--- config.mk ---
export PLATFORM = sky130hd
export DESIGN_NAME = sorted_priority_queue
export DESIGN_NICKNAME = d
export VERILOG_FILES = /design/src/sv/spq_pkg.sv /design/src/sv/sorted_priority_queue.sv /design/src/sv/spq_cell.sv
export VERILOG_INCLUDE_DIRS = /design/src /design/src/sv
export SDC_FILE = /design/constraint.sdc
export NUM_CORES = 2
export LEC_CHECK = 0
export ABC_AREA = 1
export BUFFER_PORTS_ARGS = -buffer_cell sky130_fd_sc_hd__buf_2
export CELL_PAD_IN_SITES_DETAIL_PLACEMENT = 1
export CELL_PAD_IN_SITES_GLOBAL_PLACEMENT = 1
export CORE_MARGIN = 2
export CORE_UTILIZATION = 35
export DETAILED_ROUTE_END_ITERATION = 10
export GPL_TIMING_DRIVEN = 0
export MAX_ROUTING_LAYER = met4
export PLACE_DENSITY_LB_ADDON = 0.1
export SYNTH_ARGS = -nofsm -noshare
export SYNTH_HDL_FRONTEND = slang
export SYNTH_SLANG_ARGS = --single-unit
export TNS_END_PERCENT = 30
--- constraint.sdc ---
create_clock -name clk -period 16 [get_ports clk]
set_input_delay 3.2 -clock clk [delete_from_list [all_inputs] [get_ports clk]]
set_output_delay 3.2 -clock clk [all_outputs]
set_load 0.01 [all_outputs]
--- src/sv/sorted_priority_queue_macros.svh ---
// ----------------------------------------------------------------------------
// Assertion macros for the sorted priority queue
// Short forms for the concurrent checks used in the RTL.
// ----------------------------------------------------------------------------
`ifndef SORTED_PRIORITY_QUEUE_MACROS_SVH
`define SORTED_PRIORITY_QUEUE_MACROS_SVH

// The condition must hold at every clock edge out of reset.
`define SPQ_ASSERT_ALWAYS(label, clk, rst_n, cond) \
    label: assert property (@(posedge clk) disable iff (!rst_n) (cond)) \
        else $error("assertion failed");

// The consequent must hold in the cycle after the antecedent.
`define SPQ_ASSERT_NEXT(label, clk, rst_n, ante, cons) \
    label: assert property (@(posedge clk) disable iff (!rst_n) (ante) |=> (cons)) \
        else $error("assertion failed");

`endif

--- src/sv/spq_pkg.sv ---
// ----------------------------------------------------------------------------
// Sorted priority queue package
// Sizes, operation codes, status codes and the cell command type.
// ----------------------------------------------------------------------------
package spq_pkg;

    // Queue geometry.
    localparam int DEPTH      = 16;
    localparam int PRIO_BITS  = 8;
    localparam int VALUE_BITS = 32;
    localparam int COUNT_W    = $clog2(DEPTH + 1);

    // Operation codes carried on the mode port.
    typedef enum logic [1:0] {
        MODE_APPEND  = 2'd0,
        MODE_INSERT  = 2'd1,
        MODE_DEQUEUE = 2'd2,
        MODE_CLEAR   = 2'd3
    } mode_t;

    // Status codes returned with every result.
    localparam logic [1:0] ST_OK    = 2'd0;
    localparam logic [1:0] ST_FULL  = 2'd1;
    localparam logic [1:0] ST_EMPTY = 2'd2;

    // What every cell does in each cycle.
    typedef enum logic [1:0] {
        CELL_HOLD   = 2'd0,
        CELL_APPEND = 2'd1,
        CELL_INSERT = 2'd2,
        CELL_SHIFT  = 2'd3
    } cell_op_t;

    // Command broadcast to the whole chain.
    typedef struct packed {
        cell_op_t                     op;
        logic [VALUE_BITS-1:0]        value;
        logic [PRIO_BITS-1:0]         prio;
    } cell_cmd_t;

    // Entry handed between neighboring cells.
    typedef struct packed {
        logic [VALUE_BITS-1:0] value;
        logic [PRIO_BITS-1:0]  prio;
    } entry_t;

endpackage

--- src/sv/sorted_priority_queue.sv ---
// ----------------------------------------------------------------------------
// Sorted priority queue
// Bounded queue with append, priority insert, dequeue and clear, built as a
// chain of slot cells that shift in parallel.
//
//   Channel   Handshake        Ports
//   command   start / busy     mode, item_value, item_priority
//   result    done (strobe)    status, out_value, out_priority, occupancy
//
// One command is taken per cycle; busy stays low.
// The result shows in the cycle after the command transfer, for one cycle.
// The receiver cannot stall, so nothing ever holds the command side off.
// The insert point is found by a compare in every cell chained from the head.
// Reset empties the queue; slot contents are not cleared.
// ----------------------------------------------------------------------------
`include "sorted_priority_queue_macros.svh"

module sorted_priority_queue (
    input  logic        clk,
    input  logic        rst_n,
    input  logic        start,
    output logic        busy,
    input  logic [1:0]  mode,
    input  logic signed [31:0] item_value,
    input  logic [7:0]  item_priority,
    output logic        done,
    output logic [1:0]  status,
    output logic signed [31:0] out_value,
    output logic [7:0]  out_priority,
    output logic [4:0]  occupancy
);

    localparam int N = spq_pkg::DEPTH;

    logic                            accept;
    spq_pkg::mode_t                  mode_op;
    logic                            full;
    logic                            empty;
    logic [spq_pkg::COUNT_W-1:0]     count_reg;
    logic [spq_pkg::COUNT_W-1:0]     count_next;
    logic [1:0]                      status_next;
    spq_pkg::cell_cmd_t              cmd;
    logic [N:0]                      occ;
    logic [N:0]                      found;
    spq_pkg::entry_t                 entries [N];
    spq_pkg::entry_t                 zero_entry;

    logic                            done_reg;
    logic [1:0]                      status_reg;
    logic [31:0]                     value_reg;
    logic [7:0]                      prio_reg;
    logic [31:0]                     value_next;
    logic [7:0]                      prio_next;

    assign busy    = 1'b0;
    assign accept  = start && !busy;
    assign mode_op = spq_pkg::mode_t'(mode);
    assign full    = (count_reg == spq_pkg::COUNT_W'(N));
    assign empty   = (count_reg == '0);

    // Decode the command into a chain operation, the status and the new count.
    always_comb
    begin
        cmd.op      = spq_pkg::CELL_HOLD;
        cmd.value   = item_value;
        cmd.prio    = item_priority[spq_pkg::PRIO_BITS-1:0];
        count_next  = count_reg;
        status_next = spq_pkg::ST_OK;
        value_next  = '0;
        prio_next   = '0;
        if (accept)
        begin
            unique case (mode_op) inside
                spq_pkg::MODE_APPEND,
                spq_pkg::MODE_INSERT:
                begin
                    if (full)
                    begin
                        status_next = spq_pkg::ST_FULL;
                    end
                    else
                    begin
                        cmd.op     = (mode_op == spq_pkg::MODE_APPEND) ?
                                     spq_pkg::CELL_APPEND : spq_pkg::CELL_INSERT;
                        count_next = count_reg + 1'b1;
                    end
                end
                spq_pkg::MODE_DEQUEUE:
                begin
                    if (empty)
                    begin
                        status_next = spq_pkg::ST_EMPTY;
                    end
                    else
                    begin
                        cmd.op     = spq_pkg::CELL_SHIFT;
                        count_next = count_reg - 1'b1;
                        value_next = entries[0].value;
                        prio_next  = 8'(entries[0].prio);
                    end
                end
                spq_pkg::MODE_CLEAR:
                begin
                    count_next = '0;
                end
                default:
                begin
                    count_next = count_reg;
                end
            endcase
        end
    end

    // Occupancy thermometer: slot k holds an entry when k is below the count.
    assign occ[0]   = 1'b1;
    assign found[0] = 1'b0;
    assign zero_entry = '0;

    genvar k;
    generate
        for (k = 0; k < N; k++)
        begin : g_cell
            spq_pkg::entry_t left_e;
            spq_pkg::entry_t right_e;

            assign occ[k+1] = (count_reg > spq_pkg::COUNT_W'(k));

            if (k == 0)
            begin : g_head
                assign left_e = zero_entry;
            end
            else
            begin : g_mid
                assign left_e = entries[k-1];
            end

            if (k == N - 1)
            begin : g_tail
                assign right_e = zero_entry;
            end
            else
            begin : g_body
                assign right_e = entries[k+1];
            end

            spq_cell u_cell (
                .clk         (clk),
                .cmd         (cmd),
                .occ_left    ((k == 0) ? 1'b1 : occ[k]),
                .occ_self    (occ[k+1]),
                .found_in    (found[k]),
                .left_entry  (left_e),
                .right_entry (right_e),
                .found_out   (found[k+1]),
                .entry       (entries[k])
            );
        end
    endgenerate

    // Count and result registers.
    always_ff @(posedge clk or negedge rst_n)
    begin
        if (!rst_n)
        begin
            count_reg  <= '0;
            done_reg   <= 1'b0;
            status_reg <= spq_pkg::ST_OK;
        end
        else
        begin
            count_reg <= count_next;
            done_reg  <= accept;
            if (accept)
            begin
                status_reg <= status_next;
            end
        end
    end

    // Result payload; loaded on each command transfer.
    always_ff @(posedge clk)
    begin
        if (accept)
        begin
            value_reg <= value_next;
            prio_reg  <= prio_next;
        end
    end

    assign done         = done_reg;
    assign status       = status_reg;
    assign out_value    = value_reg;
    assign out_priority = prio_reg;
    assign occupancy    = 5'(count_reg);

    // The count never exceeds the queue depth.
    `SPQ_ASSERT_ALWAYS(a_count_bound, clk, rst_n, count_reg <= spq_pkg::COUNT_W'(N))
    // A clear always leaves an empty queue in its result.
    `SPQ_ASSERT_NEXT(a_clear_empty, clk, rst_n,
        accept && mode == spq_pkg::MODE_CLEAR, done && occupancy == '0)
    // A dequeue on an empty queue reports empty with a zero payload.
    `SPQ_ASSERT_NEXT(a_deq_empty, clk, rst_n,
        accept && mode == spq_pkg::MODE_DEQUEUE && empty,
        status == spq_pkg::ST_EMPTY && out_value == '0 && out_priority == '0)

endmodule

--- src/sv/spq_cell.sv ---
// ----------------------------------------------------------------------------
// Sorted priority queue cell
// Holds one queue slot; keeps, loads, or takes a neighbor's entry each cycle.
// ----------------------------------------------------------------------------
module spq_cell (
    input  logic              clk,
    input  spq_pkg::cell_cmd_t cmd,
    input  logic              occ_left,
    input  logic              occ_self,
    input  logic              found_in,
    input  spq_pkg::entry_t   left_entry,
    input  spq_pkg::entry_t   right_entry,
    output logic              found_out,
    output spq_pkg::entry_t   entry
);

    spq_pkg::entry_t entry_reg;
    spq_pkg::entry_t entry_next;
    spq_pkg::entry_t new_entry;
    logic            tail_slot;
    logic            greater;

    // This slot is the first free one when it is empty and its left neighbor is occupied.
    assign tail_slot = occ_left && !occ_self;

    // A stored entry with a strictly greater priority marks the insert point.
    assign greater   = occ_self && (entry_reg.prio > cmd.prio);
    assign found_out = found_in || greater;

    assign new_entry.value = cmd.value;
    assign new_entry.prio  = cmd.prio;

    // Next slot contents for each command.
    always_comb
    begin
        entry_next = entry_reg;
        unique case (cmd.op)
            spq_pkg::CELL_HOLD:
            begin
                entry_next = entry_reg;
            end
            spq_pkg::CELL_APPEND:
            begin
                if (tail_slot)
                begin
                    entry_next = new_entry;
                end
            end
            spq_pkg::CELL_INSERT:
            begin
                if (found_in)
                begin
                    entry_next = left_entry;
                end
                else if (greater || tail_slot)
                begin
                    entry_next = new_entry;
                end
            end
            spq_pkg::CELL_SHIFT:
            begin
                entry_next = right_entry;
            end
            default:
            begin
                entry_next = entry_reg;
            end
        endcase
    end

    // Slot storage needs no reset; occupancy is tracked by the count.
    always_ff @(posedge clk)
    begin
        entry_reg <= entry_next;
    end

    assign entry = entry_reg;

endmodule
# Word-level counts from Yosys, hierarchy flattened
# Index checks and enable logic that the tools add are counted.
[word_totals]
reg_bits = 688
input_bits = 45
output_inout_bits = 49
elab_cells = 288
[op_classes]
n_addsub = 2
n_lt_le_gt_ge = 32
n_eq_ne = 41
n_mux = 74
n_bitwise = 2
reduce_logical = 100
[ops]
columns = ["cell", "count"]
rows = [
  ["$pmux W40 S3", 16],
  ["$mux W40", 47],
  ["$gt A8 B8 Y1", 16],
  ["$reduce_and A3 Y1", 16],
  ["$ne A3 B1 Y1 const B", 15],
  ["$gt A5 B4 Y1 const B", 8],
  ["$ne A2 B1 Y1 const B", 16],
  ["$logic_and A1 B1 Y1", 31],
  ["$logic_or A1 B1 Y1", 30],
  ["$gt A5 B3 Y1 const B", 4],
  ["$logic_not A1 Y1", 16],
  ["$pmux W5 S3", 1],
  ["$gt A5 B1 Y1 const B", 2],
  ["$gt A5 B2 Y1 const B", 2],
  ["$mux W2", 5],
  ["$mux W5", 2],
  ["$eq A2 B2 Y1 const B", 4],
  ["$pmux W2 S2", 2],
  ["$ne A2 B2 Y1 const B", 3],
  ["$add A5 B1 Y5 const B", 1],
  ["$eq A5 B5 Y1 const B", 1],
  ["$logic_not A5 Y1", 1],
  ["$sub A5 B1 Y5 const B", 1],
  ["$eq A2 B1 Y1 const B", 2],
  ["other kinds (6)", 9],
]

# Depth between registers and ports, before layout
[logic_depth]
ltp_word = 18
mapped_depth = 21
ltp_nobuf = 20

# By module
# From an unflattened synthesis, not the netlist that was laid out.
[hier_totals]
hier_cells = 5122
area_unflattened_um2 = 43636.9
[by_module_without_submodules]
columns = ["module", "instances", "cells_each", "area_each_um2", "seq_area_each_um2"]
rows = [
  ["spq_cell at g_cell[0].u_cell ...", 15, 305, 2547.4, 1201.2],
  ["spq_cell at g_cell[9].u_cell", 1, 306, 2717.6, 1201.2],
  ["sorted_priority_queue", 1, 241, 2707.6, 1401.3],
]

# Worst setup path before layout
# OpenSTA, ideal clock, no wires.
[synth_path]
path_type = "input to register"
start = "in item_priority[6]"
end = "reg g_cell[9].u_cell.entry_reg, in the netlist g_cell[9].u_cell.entry[0], enable pin"
setup_ns = 0.493
arrival_time_ns = 8.351
required_time_ns = 15.507
setup_slack_ns = 7.156
stages = 14
n_path_buf = 3
path_cell_list = "clkbuf_1 > inv_1 > clkbuf_1 > ha_1 > nand2_1 > nor3_1 > nand3_1 > o21ai_0 > a21oi_1 > nor3_4 > nand4_2 > nor2_4 > buf_1 > o21ai_0"
[synth_via]
elab_chain_cells = 12
word_cells_on_any_way = 31
classes_between = "order compare (10); eq/ne (1); reduce/logical (20)"
[synth_rtl]
columns = ["item", "line", "source"]
rows = [
  ["start: declaration", "sorted_priority_queue.sv:25", "input logic [7:0] item_priority,"],
  ["$gt A8 B8 Y1", "spq_cell.sv:27", "assign greater = occ_self && (entry_reg.prio > cmd.prio);"],
  ["$logic_and A1 B1 Y1", "spq_cell.sv:27", ""],
  ["$logic_or A1 B1 Y1 (8 in series)", "spq_cell.sv:28", "assign found_out = found_in || greater;"],
  ["$ne A3 B1 Y1 (no source line) (*)", "-", ""],
  ["$reduce_and A3 Y1 (no source line) (*)", "-", ""],
  ["end signal: assignment", "spq_cell.sv:74", "entry_reg <= entry_next;"],
  ["end: declaration", "spq_cell.sv:17", "spq_pkg::entry_t entry_reg;"],
]
# Mark *: on every way between the ends. The rest lies on a longest branch, timed or not.
# A chain may end at the register's enable or synchronous reset.

# Worst setup path after layout
[layout_path]
start = "in item_priority[7]"
end = "reg g_cell[12].u_cell.entry_reg, in the netlist g_cell[12].u_cell.entry[16], enable pin"
[layout_via]
elab_chain_cells = 15
word_cells_on_any_way = 40
classes_between = "order compare (13); eq/ne (1); reduce/logical (26)"
[layout_rtl]
columns = ["item", "line"]
rows = [
  ["$gt A8 B8 Y1", "spq_cell.sv:27"],
  ["$logic_and A1 B1 Y1", "spq_cell.sv:27"],
  ["$logic_or A1 B1 Y1 (11 in series)", "spq_cell.sv:28"],
  ["$ne A3 B1 Y1 (no source line) (*)", "-"],
  ["$reduce_and A3 Y1 (no source line) (*)", "-"],
  ["end signal: assignment", "spq_cell.sv:74"],
  ["end: declaration", "spq_cell.sv:17"],
]
# Marked as above.

==> impl_metrics.py <==
metrics = {
    "sta": {
        "rsz0062_at_grt": "false",
        "setup_tns_ns": 0,
        "setup_viol": 0,
        "worstMarginPinSlew_ns": 1.64,
        "max_freq_mhz": 109,
        "hold_violations": 0,
        "slew_headroom": -0.0902,
        "fin_crit_ns": 9.15,
        "maxSlewViolCount": 32,
        "skew_ns": 0.0551,
        "period_share": 0.572,
    },
    "clock_network": {
        "clockBufferDepth": 3,
        "clkLatencyLatePin_ns": 0.71,
        "cts_tree": "yes",
        "clock-sinks": 688,
        "post_cts_resized": 0,
        "clock-root-buffer": "clkbuf_16",
        "hold_buffers": 0,
        "clkTransAtPathRegs_ns": 0.06,
        "numCtsBuffers": 89,
        "htree_levels": 3,
        "cts_setup_buffers": 0,
    },
    "yosys": {
        "synth-seq-area-share": 0.538,
        "synth_top_family_by_area": "compound AO/OA/AOI/OAI gates",
        "synth-compound-area-share": 0.185,
        "async_flop_share": 0.0116,
        "netlist_area_sq_um": 38400,
        "avgSynthCellArea_sq_um": 9.21,
        "synth_top_area_share": 0.532,
        "syn_inst": 4164,
        "synthMuxAreaShare": 0,
        "synth_area_leaders": "edfxtp_1, nand2_1, a21oi_1",
        "synth_xor_xnor_area_share": 0.000228,
        "synth_nets": 4343,
        "synth_flop_cell": "edfxtp_1",
        "yosys.area_share.simple": 0.162,
        "synth_edf_count": 680,
        "synthTopCellsByCount": "nand2_1, edfxtp_1, a21oi_1",
        "synth-adder-area-share": 0.0437,
        "yosysTopAreaCell": "edfxtp_1",
        "ys_ff_latch": 688,
        "yosys_warnings": 0,
        "yosysMostFrequentCell": "nand2_1",
        "ys_types": 45,
    },
    "layout": {
        "drive_above_1_share": 0.0737,
        "largest_reg_flops": 640,
        "layout.nets": 4545,
        "syn_to_final_growth_pct": 15.0,
        "fill_cells": 12578,
        "fin_cells": 5865,
        "utilization": 0.405,
    },
    "place": {
        "place_congestion": 0.984,
        "hpwl_um": 158000,
        "numPortBuffers": 74,
        "place_inst": 5687,
    },
    "setup_path": {
        "reg2reg_setup_slack_ns": 9.68,
        "cp-end-kind": "register",
        "ff2ff_path_depth": 15,
        "crit_fanout": 25,
        "setup.worst_path.class": "input port to register",
        "r2r-end": "g_cell[15].u_cell.entry[12]",
        "crit_start": "item_priority[7]",
        "cp.arrival_ns": 9.59,
        "crit_end": "g_cell[12].u_cell.entry[16]",
        "worstPathRequired_ns": 16.44,
        "critPathLaunchType": "input port",
        "reg2reg_from": "occupancy[0]",
    },
    "min_path": {
        "min_from": "status[0]",
        "min_path_type": "register to register",
    },
    "global_route": {
        "overflow": 0,
        "grt_max_degree": 48,
        "grtUsageTotal": 0.388,
        "grt_pass1_wl_um": 295000,
        "antenna_found_initial": 13,
        "grt_pass1_vias": 36967,
    },
    "detailed_routing": {
        "antenna_left": 0,
        "drt_iter0_markers": 4978,
        "routed_via_density": 6.37,
        "vias": 37344,
        "first_pass_iters": 6,
        "routed_wl_um": 215000,
        "wl_per_cell_um": 36.7,
        "drc": 0,
    },
    "outcome": {
        "status": "finished with violations",
        "violations": "max-capacitance violations, max-slew violations",
    },
    "power": {
        "ir_worst_vdd_uv": 81.5,
        "power.leakage_nw": 16.9,
        "power.density_nw_per_um2": 163,
        "finalPower_mw": 7.18,
    },
    "floorplan": {
        "ios": 94,
        "die-area_sq_um": 112000,
        "die_y_um": 335,
        "initial_core_util": 0.352,
        "rows": 121,
        "die_x_um": 335,
        "coreArea_sq_um": 109000,
    },
    "run": {
        "maxCapViolCount": 6,
    },
}
==> worst max-delay path, stage by stage <==
cell and delay (ns):
buf_2 0.30, inv_1 0.22, clkbuf_2 0.58, ha_1 0.55, nand2_1 0.07, nor2_1 0.18, nand4_1 0.20, nand3_2 0.48
nand4_4 0.27, nor2_4 0.23, nand4_4 0.45, nor2_4 0.45, nand4_4 0.27, o21ai_0 0.78, o211ai_1 0.60, buf_6 0.33
buf_6 0.15, buf_4 0.19
==> per-layer routing <==
layer | wire [um] | track usage
met1 | 84800 | 0.487
met2 | 94600 | 0.583
met3 | 22900 | 0.0943
met4 | 12700 | 0.197
met5 | 0 | -
==> worst min-delay path by stage <==
stage          cells after the start                     endpoint
2_1_floorplan                      2  g_cell[14].u_cell.entry[19]
3_3_place_gp                       1                    status[0]
4_1_cts                            1                    status[0]
6_report                           1                    status[0]
5_1_grt                            1                    status[0]
3_5_place_dp                       1                    status[0]
==> power by group <==
group | internal, mW | switching, mW | total [mW]
clock network | 1.09 | 0.892 | 1.99
logic | 0.530 | 1.87 | 2.40
registers | 2.55 | 0.247 | 2.79
==> cells in the final DEF (no fill, tap or decap), drive strengths merged, types with 25 or more instances in the layout <==
cell    synthesis  routed
a21oi         409     409
nand4          64      64
o21ai         363     363
inv           355     359
nand2         846     846
nor2          194     194
clkinv         23      63
edfxtp        680     680
a41oi          35      35
a22oi          25      25
o211ai        150     150
clkbuf        254     369
nand3         344     344
buf            68     178
o221ai        140     140
ha            134     134
==> cell families after synthesis <==
kind of cell    count (synthesis)
compound gates               1177
buf+inv                       700
simple gates                 1463
fa+ha+maj                     134
flops                         688
xor+xnor                        1
other cells                     1
==> stage by stage <==
step,hold slack [ns],worst slack [ns],cell area [sq um]
2_1_floorplan,0.509,7.16,38400
3_3_place_gp,0.462,0.552,40500
3_5_place_dp,0.474,6.46,41300
4_1_cts,0.485,7.15,44100
5_1_grt,0.507,6.93,44100
6_report,0.479,6.85,44100
==> cell type report <==
| class | count | area [sq um] | area share |
|---|---|---|---|
| diodes | 12 | 30.0 | 0.000681 |
| plain buffers | 322 | 1300 | 0.0295 |
| clock buffers | 114 | 2320 | 0.0526 |
| clock inverters | 50 | 413 | 0.00936 |
| inverters | 378 | 1420 | 0.0322 |
| multi-input cells | 2776 | 15200 | 0.344 |
| flip-flops and latches | 688 | 20600 | 0.467 |
| well taps | 1414 | 1770 | 0.0401 |
| repair buffers | 111 | 1060 | 0.0239 |
(Power assumes the default switching activity.)
